File: src/rtl/psh_pkg.sv
// Shared types, constants and the arctangent table for the pursuit heading/speed block.
package psh_pkg;

   localparam int CordicSteps = 16;
   localparam int StepBits    = 5;

   typedef enum logic [2:0] {
      CSR_TICK_LENGTH     = 3'd0,
      CSR_TURN_GAIN       = 3'd1,
      CSR_ACCEL_GAIN      = 3'd2,
      CSR_DECEL_GAIN      = 3'd3,
      CSR_SPEED_LIMIT     = 3'd4,
      CSR_ALIGN_THRESHOLD = 3'd5
   } csr_index_type;

   typedef enum logic {
      MODE_VECTOR = 1'b0,
      MODE_ROTATE = 1'b1
   } cordic_mode_type;

   typedef struct packed {
      logic            start;
      cordic_mode_type mode;
   } cordic_cmd_type;

   typedef struct packed {
      logic [15:0] tick_length;
      logic [11:0] turn_gain;
      logic [15:0] accel_gain;
      logic [15:0] decel_gain;
      logic [16:0] speed_limit;
      logic [14:0] align_threshold;
   } cfg_type;

   typedef enum logic [3:0] {
      ST_IDLE,
      ST_VEC,
      ST_ERR,
      ST_TURN,
      ST_HEAD,
      ST_ACC,
      ST_VMUL,
      ST_SPD,
      ST_DIST,
      ST_ROT,
      ST_XMUL,
      ST_PX,
      ST_PY,
      ST_DONE
   } state_type;

   // Arctangent of 2^-i with 2^32 units per turn.
   function automatic logic [31:0] atan_lookup(input logic [StepBits-1:0] idx);
      logic [31:0] r;
      unique case (idx)
         5'd0:  r = 32'h20000000;
         5'd1:  r = 32'h12E4051E;
         5'd2:  r = 32'h09FB385B;
         5'd3:  r = 32'h051111D4;
         5'd4:  r = 32'h028B0D43;
         5'd5:  r = 32'h0145D7E1;
         5'd6:  r = 32'h00A2F61E;
         5'd7:  r = 32'h00517C55;
         5'd8:  r = 32'h0028BE53;
         5'd9:  r = 32'h00145F2F;
         5'd10: r = 32'h000A2F98;
         5'd11: r = 32'h000517CC;
         5'd12: r = 32'h00028BE6;
         5'd13: r = 32'h000145F3;
         5'd14: r = 32'h0000A2FA;
         5'd15: r = 32'h0000517D;
         5'd16: r = 32'h000028BE;
         5'd17: r = 32'h0000145F;
         5'd18: r = 32'h00000A30;
         5'd19: r = 32'h00000518;
         5'd20: r = 32'h0000028C;
         5'd21: r = 32'h00000146;
         5'd22: r = 32'h000000A3;
         5'd23: r = 32'h00000051;
         default: r = 32'h00000000;
      endcase
      return r;
   endfunction

endpackage

File: src/rtl/psh_csr.sv
// Configuration register file behind the APB-style port.
module psh_csr import psh_pkg::*; (
   input  logic        clock,
   input  logic        reset,
   input  logic        csr_psel,
   input  logic        csr_penable,
   input  logic        csr_pwrite,
   input  logic [4:0]  csr_paddr,
   input  logic [31:0] csr_pwdata,
   output logic [31:0] csr_prdata,
   output logic        csr_pready,
   output cfg_type     cfg
);

   cfg_type       cfg_ff;
   cfg_type       cfg_in;
   csr_index_type idx;
   logic          wr;

   assign idx        = csr_index_type'(csr_paddr[4:2]);
   assign wr         = csr_psel && csr_penable && csr_pwrite;
   assign csr_pready = 1'b1;
   assign cfg        = cfg_ff;

   always_comb begin
      cfg_in = cfg_ff;
      if (wr) begin
         unique case (idx)
            CSR_TICK_LENGTH:     cfg_in.tick_length     = csr_pwdata[15:0];
            CSR_TURN_GAIN:       cfg_in.turn_gain       = csr_pwdata[11:0];
            CSR_ACCEL_GAIN:      cfg_in.accel_gain      = csr_pwdata[15:0];
            CSR_DECEL_GAIN:      cfg_in.decel_gain      = csr_pwdata[15:0];
            CSR_SPEED_LIMIT:     cfg_in.speed_limit     = csr_pwdata[16:0];
            CSR_ALIGN_THRESHOLD: cfg_in.align_threshold = csr_pwdata[14:0];
            default: ;
         endcase
      end
   end

   always_comb begin
      unique case (idx)
         CSR_TICK_LENGTH:     csr_prdata = {16'd0, cfg_ff.tick_length};
         CSR_TURN_GAIN:       csr_prdata = {20'd0, cfg_ff.turn_gain};
         CSR_ACCEL_GAIN:      csr_prdata = {16'd0, cfg_ff.accel_gain};
         CSR_DECEL_GAIN:      csr_prdata = {16'd0, cfg_ff.decel_gain};
         CSR_SPEED_LIMIT:     csr_prdata = {15'd0, cfg_ff.speed_limit};
         CSR_ALIGN_THRESHOLD: csr_prdata = {17'd0, cfg_ff.align_threshold};
         default:             csr_prdata = 32'd0;
      endcase
   end

   always_ff @(posedge clock) begin
      if (reset) begin
         cfg_ff.tick_length     <= 16'd1311;
         cfg_ff.turn_gain       <= 12'd1280;
         cfg_ff.accel_gain      <= 16'd5120;
         cfg_ff.decel_gain      <= 16'd3840;
         cfg_ff.speed_limit     <= 17'd76800;
         cfg_ff.align_threshold <= 15'd910;
      end else begin
         cfg_ff <= cfg_in;
      end
   end

endmodule

File: config.mk
export PLATFORM = sky130hd
export DESIGN_NAME = psh_csr
export DESIGN_NICKNAME = d
export VERILOG_FILES = /design/src/rtl/psh_pkg.sv /design/src/rtl/psh_csr.sv
export SDC_FILE = /design/constraint.sdc
export NUM_CORES = 1
export LEC_CHECK = 0
export BUFFER_PORTS_ARGS = -buffer_cell sky130_fd_sc_hd__buf_2
export CORE_ASPECT_RATIO = 1.75
export CORE_UTILIZATION = 25
export CTS_CLUSTER_SIZE = 30
export DETAILED_ROUTE_END_ITERATION = 16
export PLACE_DENSITY = 0.45
export SYNTH_ARGS = -nofsm -noshare
export SYNTH_HDL_FRONTEND = slang
export SYNTH_SLANG_ARGS = --single-unit
File: constraint.sdc
create_clock -name clock -period 3.1 [get_ports clock]
set_input_delay 0.155 -clock clock [delete_from_list [all_inputs] [get_ports clock]]
set_output_delay 0.155 -clock clock [all_outputs]
set_load 0.02 [all_outputs]
Word level (Yosys, flattened, before mapping):

Index checks and enable logic that the tools add are counted.

* add/sub/neg operators: 0
* multiply operators: 0
* div/mod/pow operators: 0
* order comparisons: 0
* eq/ne operators: 5
* shift-type cells: 0
* multiplexer cells: 1
* bitwise logic cells: 0
* reductions and logical operators: 9

Operators by type and width (number)
* 17-bit one-hot mux with 6 select lines: 1
* 2-bit AND reduction: 6
* 3-bit by 2-bit equality test with 1-bit output (second input constant): 2
* 3-bit equality test (second input constant): 2
* 3-bit by 1-bit equality test with 1-bit output (second input constant): 1
* 3-bit zero test: 1
* 1-bit logical AND: 2

* bits in registers: 92
* latch bits: 0
* RAM bits: 0
* memory bits (read-only): 0
* input port bits: 42
* output and inout bits: 125
* logic and storage cells: 21
* memories kept: 0

Longest topological paths before layout:

* word-level depth: 3
* gate-level depth with buffers: 6
* depth with buffers taken out: 3

Least setup slack after synthesis:

Ideal clock, no wire load.

* path type: input to output
* start: in csr_paddr[3]
* end: out csr_prdata[15]
* data arrival time: 1236 ps
* required time: 2945 ps
* setup slack: 1709 ps
* stages on the path: 5
* path buffers: 3
* cells stage by stage: buf_4 > buf_2 > buf_2 > a22oi_1 > o21ai_0

* cells in the longest elaborated chain, start to end: 2
* elaborated cells between the ends (all ways): 7
* classes of those cells: eq/ne: 5; mux: 1; reduce/logical: 1

RTL lines
* from (decl): line psh_csr.sv:8 `input logic [4:0] csr_paddr,`
* 3-bit equality test (tied with other cells): line psh_csr.sv:41 `unique case (idx)`
* 17-bit one-hot mux with 6 select lines *: line psh_csr.sv:41
* to (decl): line psh_csr.sv:10 `output logic [31:0] csr_prdata,`

Every way passes the cells marked *; elsewhere a longest branch is shown, timed or not.

Worst setup path after layout:

* start: in csr_paddr[4]
* end: out csr_prdata[6]

The elaborated chain is that of the path after synthesis.

==> impl_metrics.py <==
metrics = {
    "synthesis": {
        "synth_top_area_share_pct": 40.4,
        "synth_seq_cells": 92,
        "yosysSeqAreaShare_pct": 40.4,
        "yosysWarnings": 0,
        "syn_avg_cell_area_um2": 8.76,
        "synth_area_leaders": "dfxtp_1, mux2i_1, a21oi_1",
        "synth_top_cell_by_area": "dfxtp_1",
        "synth_area_mm2": 0.00456,
        "netlist_instances": 520,
        "yosysUniqueCellTypes": 32,
    },
    "setup_path": {
        "path_common_cell": "buf_2",
        "crit_arrival_ns": 1.91,
        "crit_path_top_delay_cell": "nand2b_1",
        "crit_start": "csr_paddr[4]",
        "endpoint": "csr_prdata[6]",
        "worst_r2r_endpoint": "cfg[61]$_SDFFE_PP0P_",
        "reg2reg_slack_ns": 2.38,
        "required_ns": 2.94,
        "worstPathCellList": "buf_2, nand2b_1, o221ai_1, buf_2",
        "critical_path.max_fanout": 30,
        "slowest_delay_ns": 0.71,
        "end_kind": "primary output",
        "r2r_cells": 2,
        "cp-start-kind": "input pin",
        "crit_type": "input pin to primary output",
        "reg2reg_from": "cfg[61]$_SDFFE_PP0P_",
    },
    "finish": {
        "drive_gt1_share_pct": 29.2,
        "largest_reg_flops": 92,
        "syn_to_final_growth_pct": 24.4,
        "n_antenna_cell": 0,
        "nets": 671,
        "fin_util_pct": 31.5,
        "stdcell_area_mm2": 0.00567,
        "final_cell_mix": "buf_2, dfxtp_1, mux2i_1",
        "fillCellCount": 1913,
        "layout_commonest_cell": "buf_2",
    },
    "grt": {
        "grt_usage_pct": 17.7,
        "grt_max_degree": 62,
        "grt_pass1_vias": 4224,
        "grt_overflow_total": 0,
        "met2_usage_pct": 30.7,
        "gr-max-usage-layer": "met2",
        "antenna_found_initial": 0,
        "met1_usage_pct": 21.3,
        "grt_pass1_wl_mm": 25.6,
        "met3_usage_pct": 3.11,
    },
    "cts": {
        "clk_pin_slew_worst_paths_ns": 0.07,
        "cts_sinks": 92,
        "cts-root-buf": "clkbuf_16",
        "holdBufCountCts": 0,
        "cts_resized": 0,
        "cts_max_path_buffers": 2,
        "cts_tree": "done",
        "cts_made_buffers": 9,
        "cts_max_level": 3,
        "insertion_delay_ns": 0.35,
        "cts_setup_buffers": 0,
    },
    "die": {
        "die_area_mm2": 0.0188,
        "die_h_um": 181,
        "core-area_mm2": 0.0180,
        "die_w_um": 104,
        "start_util_pct": 25.4,
        "num_rows": 65,
        "pin_count": 167,
    },
    "power_and_ir_drop": {
        "p_per_area_mw_per_mm2": 481,
        "intPower_mw": 2.00,
        "seq_power_share_pct": 43.9,
        "total_power_mw": 2.73,
        "p_switching_mw": 0.731,
        "vdd_drop_max_v": 0.000217,
        "clock_power_share_pct": 45.6,
        "p_leak_nw": 2.44,
        "swShare_pct": 26.8,
        "power_frac_comb_pct": 10.5,
    },
    "run": {
        "cap_violations": 0,
    },
    "timing": {
        "drv_slew": 0,
        "rsz0062_at_grt": "no",
        "finalHoldViolCount": 0,
        "setup_violations": 0,
        "min_period_over_period_pct": 66.5,
        "fin_crit_ns": 2.06,
        "relSlewSlack_pct": 43.4,
        "setup_tns_ns": 0,
        "max_clock_freq_mhz": 485,
        "worst_slew_pin_slew_ns": 0.846,
        "fin_skew_ns": 0,
    },
    "routing": {
        "wl_per_cell_um": 19.1,
        "drc": 0,
        "drt_iter0_drc": 298,
        "dr.pass1.iters": 5,
        "viasPerCell": 4.93,
        "routed_wl_mm": 16.6,
        "ant_nets": 0,
        "vias": 4279,
    },
    "hold_path": {
        "hold_class": "input pin to register",
    },
    "place": {
        "gp_congestion": 0.845,
        "place_hpwl_mm": 11.4,
        "io_buffer_count": 133,
        "dpl_cell_area_mm2": 0.00534,
    },
    "outcome": {
        "outcome": "completed",
    },
}
-- final cells by class --
| class | instances | area, um2 | area share (%) |
|---|---|---|---|
| inverters | 1 | 3.75 | 0.0662 |
| repair buffers | 149 | 801 | 14.1 |
| multi-input cells | 376 | 2400 | 42.4 |
| well taps | 234 | 293 | 5.16 |
| clock buffers | 9 | 225 | 3.97 |
| clock inverters | 7 | 104 | 1.83 |
| flip-flops and latches | 92 | 1840 | 32.5 |
-- cell usage after synthesis (all sizes together) --
library cell	count
a21oi	49
a221oi	4
nor2b	3
and4b	1
a221o	2
and3	1
buf	40
nand4	1
nand3	49
and4	1
mux2i	64
a22oi	10
and2	1
o21ai	49
clkbuf	25
o21a	3
o22ai	4
a22o	2
nor2	49
o221ai	5
nor3	1
inv	1
dfxtp	92
nand2	3
or3	6
nand4b	1
nand2b	35
mux2	16
conb	2
-- worst max-delay path: cells and delay by family --
family / cells / cell delay (ns)
buffers and inverters: 2 / 0.74
and+or+nand+nor: 1 / 0.71
AOI/OAI and AO/OA: 1 / 0.29
-- power by group through the flow --
stage	Combinational [mW]	Sequential (mW)	Clock (mW)
global placement	0.285	1.22	0
CTS	0.288	1.20	1.27
detailed placement	0.287	1.22	0
floorplan	0.189	1.23	0
finish	0.287	1.20	1.24
global route	0.307	1.20	1.32
-- cell families (layout without fill, tap and decap cells) --
kind of cell	after synthesis	count (layout)	synth area share [%]
muxes	80	80	18.0
other	2	16	0.165
buffers and inverters	66	166	8.13
DFF	92	92	40.4
AOI/OAI and AO/OA	128	128	16.0
and+or+nand+nor	152	152	17.3
-- metrics by stage --
step	hold WS, ns	std cells	setup slack, ns
2_1_floorplan	0.303	534	1.71
3_3_place_gp	0.422	852	1.03
3_5_place_dp	0.420	852	1.02
4_1_cts	0.0602	868	1.03
5_1_grt	0.0636	868	0.920
6_report	0.0718	868	1.04
-- worst min-delay path by stage --
stage	slack (ns)	cells past startpoint	to	start
3_3_place_gp	0.42	3	cfg[31]$_SDFFE_PP1P_	csr_pwdata[16]
2_1_floorplan	0.30	2	cfg[0]$_SDFFE_PP0P_	csr_pwdata[0]
6_report	0.07	3	cfg[31]$_SDFFE_PP1P_	csr_pwdata[16]
4_1_cts	0.06	3	cfg[31]$_SDFFE_PP1P_	csr_pwdata[16]
5_1_grt	0.06	3	cfg[31]$_SDFFE_PP1P_	csr_pwdata[16]
3_5_place_dp	0.42	3	cfg[31]$_SDFFE_PP1P_	csr_pwdata[16]
-- metal layers --
| layer | wire, um | part of all wire (%) |
|---|---|---|
| met1 | 6970 | 42 |
| met3 | 766 | 4.6 |
| met4 | 412 | 2.5 |
| met2 | 8410 | 51 |
| met5 | 0 | 0 |
(Power assumes the default switching activity.)
