===== config.mk =====
export PLATFORM = sky130hd
export DESIGN_NAME = psh_cordic
export DESIGN_NICKNAME = d
export VERILOG_FILES = /design/src/rtl/psh_pkg.sv /design/src/rtl/psh_cordic.sv
export SDC_FILE = /design/constraint.sdc
export NUM_CORES = 1
export LEC_CHECK = 0
export ABC_AREA = 1
export BUFFER_PORTS_ARGS = -buffer_cell sky130_fd_sc_hd__buf_2
export CAP_MARGIN = 15
export CORE_MARGIN = 2
export CORE_UTILIZATION = 39
export DETAILED_ROUTE_END_ITERATION = 8
export PLACE_DENSITY = 0.6
export SLEW_MARGIN = 20
export SYNTH_ARGS = -nofsm -noshare
export SYNTH_HDL_FRONTEND = slang
export SYNTH_SLANG_ARGS = --single-unit
export TNS_END_PERCENT = 10

===== constraint.sdc =====
create_clock -name clock -period 10.5 [get_ports clock]
set_input_delay 2.1 -clock clock [delete_from_list [all_inputs] [get_ports clock]]
set_output_delay 2.1 -clock clock [all_outputs]
set_load 0.01 [all_outputs]

===== src/rtl/psh_pkg.sv =====
// Shared types, constants and the arctangent table for the pursuit heading/speed block.
package psh_pkg;

   localparam int CordicSteps = 16;
   localparam int StepBits    = 5;

   typedef enum logic [2:0] {
      CSR_TICK_LENGTH     = 3'd0,
      CSR_TURN_GAIN       = 3'd1,
      CSR_ACCEL_GAIN      = 3'd2,
      CSR_DECEL_GAIN      = 3'd3,
      CSR_SPEED_LIMIT     = 3'd4,
      CSR_ALIGN_THRESHOLD = 3'd5
   } csr_index_type;

   typedef enum logic {
      MODE_VECTOR = 1'b0,
      MODE_ROTATE = 1'b1
   } cordic_mode_type;

   typedef struct packed {
      logic            start;
      cordic_mode_type mode;
   } cordic_cmd_type;

   typedef struct packed {
      logic [15:0] tick_length;
      logic [11:0] turn_gain;
      logic [15:0] accel_gain;
      logic [15:0] decel_gain;
      logic [16:0] speed_limit;
      logic [14:0] align_threshold;
   } cfg_type;

   typedef enum logic [3:0] {
      ST_IDLE,
      ST_VEC,
      ST_ERR,
      ST_TURN,
      ST_HEAD,
      ST_ACC,
      ST_VMUL,
      ST_SPD,
      ST_DIST,
      ST_ROT,
      ST_XMUL,
      ST_PX,
      ST_PY,
      ST_DONE
   } state_type;

   // Arctangent of 2^-i with 2^32 units per turn.
   function automatic logic [31:0] atan_lookup(input logic [StepBits-1:0] idx);
      logic [31:0] r;
      unique case (idx)
         5'd0:  r = 32'h20000000;
         5'd1:  r = 32'h12E4051E;
         5'd2:  r = 32'h09FB385B;
         5'd3:  r = 32'h051111D4;
         5'd4:  r = 32'h028B0D43;
         5'd5:  r = 32'h0145D7E1;
         5'd6:  r = 32'h00A2F61E;
         5'd7:  r = 32'h00517C55;
         5'd8:  r = 32'h0028BE53;
         5'd9:  r = 32'h00145F2F;
         5'd10: r = 32'h000A2F98;
         5'd11: r = 32'h000517CC;
         5'd12: r = 32'h00028BE6;
         5'd13: r = 32'h000145F3;
         5'd14: r = 32'h0000A2FA;
         5'd15: r = 32'h0000517D;
         5'd16: r = 32'h000028BE;
         5'd17: r = 32'h0000145F;
         5'd18: r = 32'h00000A30;
         5'd19: r = 32'h00000518;
         5'd20: r = 32'h0000028C;
         5'd21: r = 32'h00000146;
         5'd22: r = 32'h000000A3;
         5'd23: r = 32'h00000051;
         default: r = 32'h00000000;
      endcase
      return r;
   endfunction

endpackage


===== src/rtl/psh_cordic.sv =====
// Iterative CORDIC, one micro-rotation per cycle, shared by vectoring and rotation.
module psh_cordic import psh_pkg::*; (
   input  logic                clock,
   input  logic                reset,
   input  cordic_cmd_type      cmd,
   input  logic signed [33:0]  x0,
   input  logic signed [33:0]  y0,
   input  logic signed [32:0]  z0,
   output logic                busy,
   output logic signed [33:0]  x_out,
   output logic signed [33:0]  y_out,
   output logic signed [32:0]  z_out
);

   logic signed [33:0]  x_ff, y_ff, x_in, y_in;
   logic signed [32:0]  z_ff, z_in;
   logic [StepBits-1:0] step_ff, step_in;
   logic                busy_ff, busy_in;
   cordic_mode_type     mode_ff, mode_in;
   logic                up;
   logic signed [33:0]  xs, ys;
   logic signed [32:0]  angle;

   always_comb begin
      xs    = x_ff >>> step_ff;
      ys    = y_ff >>> step_ff;
      angle = $signed({1'b0, atan_lookup(step_ff)});
      // Both modes turn the same way whenever the steering sign says "turn up".
      if (mode_ff == MODE_VECTOR) up = !(y_ff > 0);
      else                        up = !z_ff[32];
      x_in    = x_ff;
      y_in    = y_ff;
      z_in    = z_ff;
      step_in = step_ff;
      busy_in = busy_ff;
      mode_in = mode_ff;
      if (cmd.start) begin
         x_in    = x0;
         y_in    = y0;
         z_in    = z0;
         step_in = '0;
         busy_in = 1'b1;
         mode_in = cmd.mode;
      end else if (busy_ff) begin
         if (up) begin
            x_in = x_ff - ys;
            y_in = y_ff + xs;
            z_in = z_ff - angle;
         end else begin
            x_in = x_ff + ys;
            y_in = y_ff - xs;
            z_in = z_ff + angle;
         end
         step_in = step_ff + 1'b1;
         if (step_ff == StepBits'(CordicSteps - 1)) busy_in = 1'b0;
      end
   end

   always_ff @(posedge clock) begin
      if (reset) begin
         busy_ff <= 1'b0;
      end else begin
         busy_ff <= busy_in;
      end
      x_ff    <= x_in;
      y_ff    <= y_in;
      z_ff    <= z_in;
      step_ff <= step_in;
      mode_ff <= mode_in;
   end

   assign busy  = busy_ff;
   assign x_out = x_ff;
   assign y_out = y_ff;
   assign z_out = z_ff;

endmodule


# After elaboration in Yosys (flattened, before gate mapping)
# Memory sizes are Yosys's and may differ from the RTL's. A register that Yosys moved wholly into a read port is not among the register bits.
# Cells that the tools add are included.
[word_totals]
ff_bits = 108
rom_bits = 960
output_inout_bits = 102
word_cells = 36
n_memories = 1
[mem_list]
columns = ["memory", "words", "word_bits", "read_ports", "rd_clocked_by_memory_dff", "write_ports", "line_no", "source"]
rows = [
  ["(name not given)", 32, 30, 1, 1, 0, "psh_pkg.sv:55", "unique case (idx)"],
]
[op_classes]
add_sub_neg = 7
order_cmp = 1
eq_ne = 1
shifts = 2
mux = 15
n_reduce_logical = 3
[op_table]
columns = ["operator", "n"]
rows = [
  ["$mux 34", 6],
  ["$mux 33", 3],
  ["$add 34x34->34", 2],
  ["$sshr 34x5->34", 2],
  ["$sub 34x34->34", 2],
  ["$gt 34x1->1 const B", 1],
  ["$add 33x33->33", 1],
  ["$sub 33x33->33", 1],
  ["$mux 5", 2],
  ["$add 5x1->5 const B", 1],
  ["$eq 5x4->1 const B", 1],
  ["$mux 1", 4],
  ["$logic_not 1->1", 2],
  ["$reduce_bool 2->1", 1],
]

# Logic depth before layout (Yosys ltp)
[depth]
word_depth = 6
mapped_depth = 38
ltp_nobuf = 36

# Worst setup path after synthesis
# No wires, ideal clock.
[synth_timing]
path_kind = "input-to-reg"
from = "in cmd[1] (netlist name)"
to = "reg x_ff[0], in the netlist x_out[0], enable pin"
t_arrival_ps = 4659
required_ps = 10045
path_slack_ps = 5386
cell_stages = 4
path_cell_list = "clkbuf_1 clkbuf_1 nor2_1 inv_1"
[synth_via]
elab_chain_cells = 1
[synth_rtl]
columns = ["item", "line_no", "source"]
rows = [
  ["start: declaration", "psh_cordic.sv:5", "input cordic_cmd_type cmd,"],
  ["$reduce_bool 2->1 (no source line)", "n/a", ""],
  ["end signal: assignment", "psh_cordic.sv:65", "x_ff <= x_in;"],
  ["end: declaration", "psh_cordic.sv:15", "logic signed [33:0] x_ff, y_ff, x_in, y_in;"],
]
# Every way passes these cells.
# A chain may end at the register's enable or synchronous reset.

# Final worst setup path
[layout_timing]
from = "reg step_ff[0]"
to = "reg y_ff[30], in the netlist y_out[30] (data pin)"
[layout_via]
elab_chain_cells = 5
elab_cells_between_ends = 6
[layout_rtl]
columns = ["item", "line_no", "source"]
rows = [
  ["start: declaration", "psh_cordic.sv:17", "logic [StepBits-1:0] step_ff, step_in;"],
  ["start signal: assignment", "psh_cordic.sv:68", "step_ff <= step_in;"],
  ["$sshr 34x5->34 (*)", "psh_cordic.sv:25", "xs = x_ff >>> step_ff;"],
  ["$sub 34x34->34 or $add 34x34->34 (tied branches)", "psh_cordic.sv:51, psh_cordic.sv:47", ""],
  ["$mux 34 (*)", "psh_cordic.sv:45", "if (up) begin"],
  ["$mux 34 (*)", "psh_cordic.sv:44", "end else if (busy_ff) begin"],
  ["$mux 34 (*)", "psh_cordic.sv:37", "if (cmd.start) begin"],
  ["named net y_in[30]", "psh_cordic.sv:15", ""],
  ["end signal: assignment", "psh_cordic.sv:66", "y_ff <= y_in;"],
  ["end: declaration", "psh_cordic.sv:15", ""],
]
# The timed path passes the listed nets; every way through them passes the cells marked *. The select of a mux whose other input is x is not followed.

==> impl_results.md <==
- Peak VDD IR: 0.230 mV
- Routed Wire Length: 70800 um
- Synth top area share: 0.191
- Vias in the first global route: 19100
- Number of CTS-inserted buffers: 17
- Dominant cell type by area after synthesis: nand2_1
- CP delay by family, top: compound AO/OA/AOI/OAI gates
- Ports: 207
- Ys Warns: 0
- Drt wl/cell: 19.2 um
- Pwr dens: 421 nW/um^2
- Area Overhead vs Synth: 10.9%
- Final WS setup: 4.57 ns
- Net Count, Synth: 3165
- Nets: 3291
- Routability cong.: 0.973
- Setup WS pre-CTS: 4.85 ns
- Routing usage on met2: 0.468
- Hold-fix buffers, CTS: 0
- First-pass GRT wire length: 108000 um
- Iter 0 DRT Violations: 2403
- Synthesized instance count: 2946
- RSZ-0062 raised after global routing: false
- Status: finished clean
- CP max-delay cell: dfxtp_2
- Crit path max fanout: 46
- Vias/cell: 5.57
- Fin Clk Skew: 0.0119 ns
- TritonRoute pass-1 iters: 6
- Met3 Resource Use GR: 0.0472
- Number of enable flip-flop cells after synthesis: 102
- CP max stage delay: 0.66 ns
- Clock latency on the worst-skew pair: 0.50 ns
- Largest net degree at the start of global routing: 79
- Post-DRT Antenna Nets: 0
- Synth top area cells: nand2_1 (19%), edfxtp_1 (17%), nand3_1 (14%), ha_1 (7.7%), inv_1 (4.8%)
- CP Launch Type: flop
- Worst path buffer plus inverter count: 3
- Vert. Die Dim: 218 um
- Placeable Area: 45400 um^2
- Buffers on Ports: 206
- Final Slew Violations: 0
- Max Cap Violations: 0
- Post-synthesis instance area: 17900 um^2
- Clock transition at path regs: 0.07 ns
- Avg Cell Area, Syn: 6.09 um^2
- Initial antenna violation count: 0
- WHS: 0.563 ns
- Setup TNS: 0 ns
- Min cycle time layout: 5.93 ns
- Slew @ Worst Pin: 0.914 ns
- Ys async rst share: 0
- Leakage: 9.92 nW
- Row cnt: 78
- Full die area: 47700 um^2
- Required time of the worst setup path: 10.75 ns
- Final setup vio count: 0
- Fill count: 5010
- Relative slew slack: 0.391
- Seq/Total Area, Yosys: 0.211
- CTS Root Cell: clkbuf_16
- Tcrit/Tclk final: 0.565
- Width of the die: 218 um
- Count leader, synth: nand2_1
- CP cell instances: buf_4 > nand2_1 > nand3_2 > nand3_1 > nand3_1 > nand3_1 > nand2_1 > inv_1 > ha_1 > nor2_1 > xor2_1 > inv_1 > ha_1 > nand2_1 > o21ai_0 > a21oi_1 > o21ai_0 > a21oi_1 > o21ai_0 > nand4_1 > nand2_1 > o21ai_0 > a21oi_1 > nor2_1
- CTS max path bufs: 2
- N_diodes: 0
- H-tree Lvls: 4
- Max frequency: 169 MHz
- Synth Register Bits: 138
- CTS sink count: 138
- Remaining global-route overflow: 0
- Share of layout cells above drive strength 1: 0.132
- Top_reg_cell synth: edfxtp_1
- Post-DP HPWL: 56600 um
- Synth cell types: 58
- Final Hold Fails: 0
- Busiest grt layer: met2
- Hold crit path type: flop to flop
- Synth top cells by count: nand2_1 (914), nand3_1 (514), inv_1 (230)
- Crit. End Element: flop
- # DRC: 0
- Effective utilization at floorplan: 0.395
- Grt met1 use: 0.397
- GRT Util Overall: 0.294
- Post_cts resized: 0
- Worst Path Class, Setup: flop to flop
- Setup bufs post-CTS: 0
- CP arrival: 6.18 ns
- CTS tree: done
- Via Count: 20500
==> state kept, by name, summed over array words and instances (netlist names) <==
name,cells
x_out,34
y_out,34
z_out,33
angle,30
step_ff,5
busy,1
mode_ff,1
==> cell usage in the layout (no fill, tap or decap), drive strengths merged, types with 13 or more instances in the layout <==
cell      n
a21o     16
nand2   940
nand3   526
clkbuf   17
a21oi   128
buf     220
nor4     13
nor3     37
edfxtp  102
o31ai    14
inv     252
ha      111
xor2     73
xnor2    21
dfxtp    36
o21ai   138
or2      67
a31oi    24
nor2    246
nand4    28
==> tightest hold or removal path: cells and delay by family (launching register included) <==
| family | cells | cell delay [ns] |
|---|---|---|
| flip-flops | 1 | 0.33 |
| AND/OR/NAND/NOR | 2 | 0.19 |
==> metrics by stage <==
step / util / power [mW] / cell area (um^2) / cells
3_5_place_dp: 0.425 / 7.64 / 19300 / 3653
4_1_cts: 0.438 / 8.30 / 19900 / 3685
2_1_floorplan: - / 5.73 / 17900 / 2946
6_report: 0.438 / 8.36 / 19900 / 3685
3_3_place_gp: 0.425 / 7.62 / 19300 / 3653
5_1_grt: 0.438 / 9.23 / 19900 / 3685
==> metal layers <==
metal  part of all wire  vias to the layer above
li1                   -                    10100
met1               0.45                     9495
met2               0.45                      765
met3              0.062                      116
met4              0.034                        0
met5                  0                        -
==> path summary, 6_finish.rpt <==
path,startpoint,to,slack [ns],depth (start not counted)
worst min register to register,step_ff[1]$_SDFFE_PP0P_,step_ff[1]$_SDFFE_PP0P_,0.56,2
worst max-delay path,step_ff[0]$_SDFFE_PP0P_,y_out[30]$_DFFE_PP_,4.57,24
worst max register to register,step_ff[0]$_SDFFE_PP0P_,y_out[30]$_DFFE_PP_,4.57,24
worst min-delay path,step_ff[1]$_SDFFE_PP0P_,step_ff[1]$_SDFFE_PP0P_,0.56,2
==> logic make-up after synthesis <==
logic type	Yosys count	share of synthesized area
AND/OR/NAND/NOR	1869	0.462
AO/OA/AOI/OAI	372	0.120
buffers and inverters	359	0.0807
flip-flops	138	0.211
adder cells (fa/ha/maj)	114	0.0808
XOR/XNOR	94	0.0459
==> area by class of cell <==
class | instances | area [um^2] | area share
multi-input cells | 2449 | 12700 | 0.639
repair buffers | 220 | 1140 | 0.0573
clock inverters | 15 | 146 | 0.00736
flip-flops and latches | 138 | 3790 | 0.191
clock buffers | 17 | 425 | 0.0214
inverters | 246 | 928 | 0.0467
well taps | 600 | 751 | 0.0378
==> power by group <==
part           internal [mW]  switching (mW)  total, mW
registers              0.921           0.377       1.30
logic                   2.21            4.24       6.45
clock network          0.315           0.300      0.615
(Power assumes the default switching activity.)
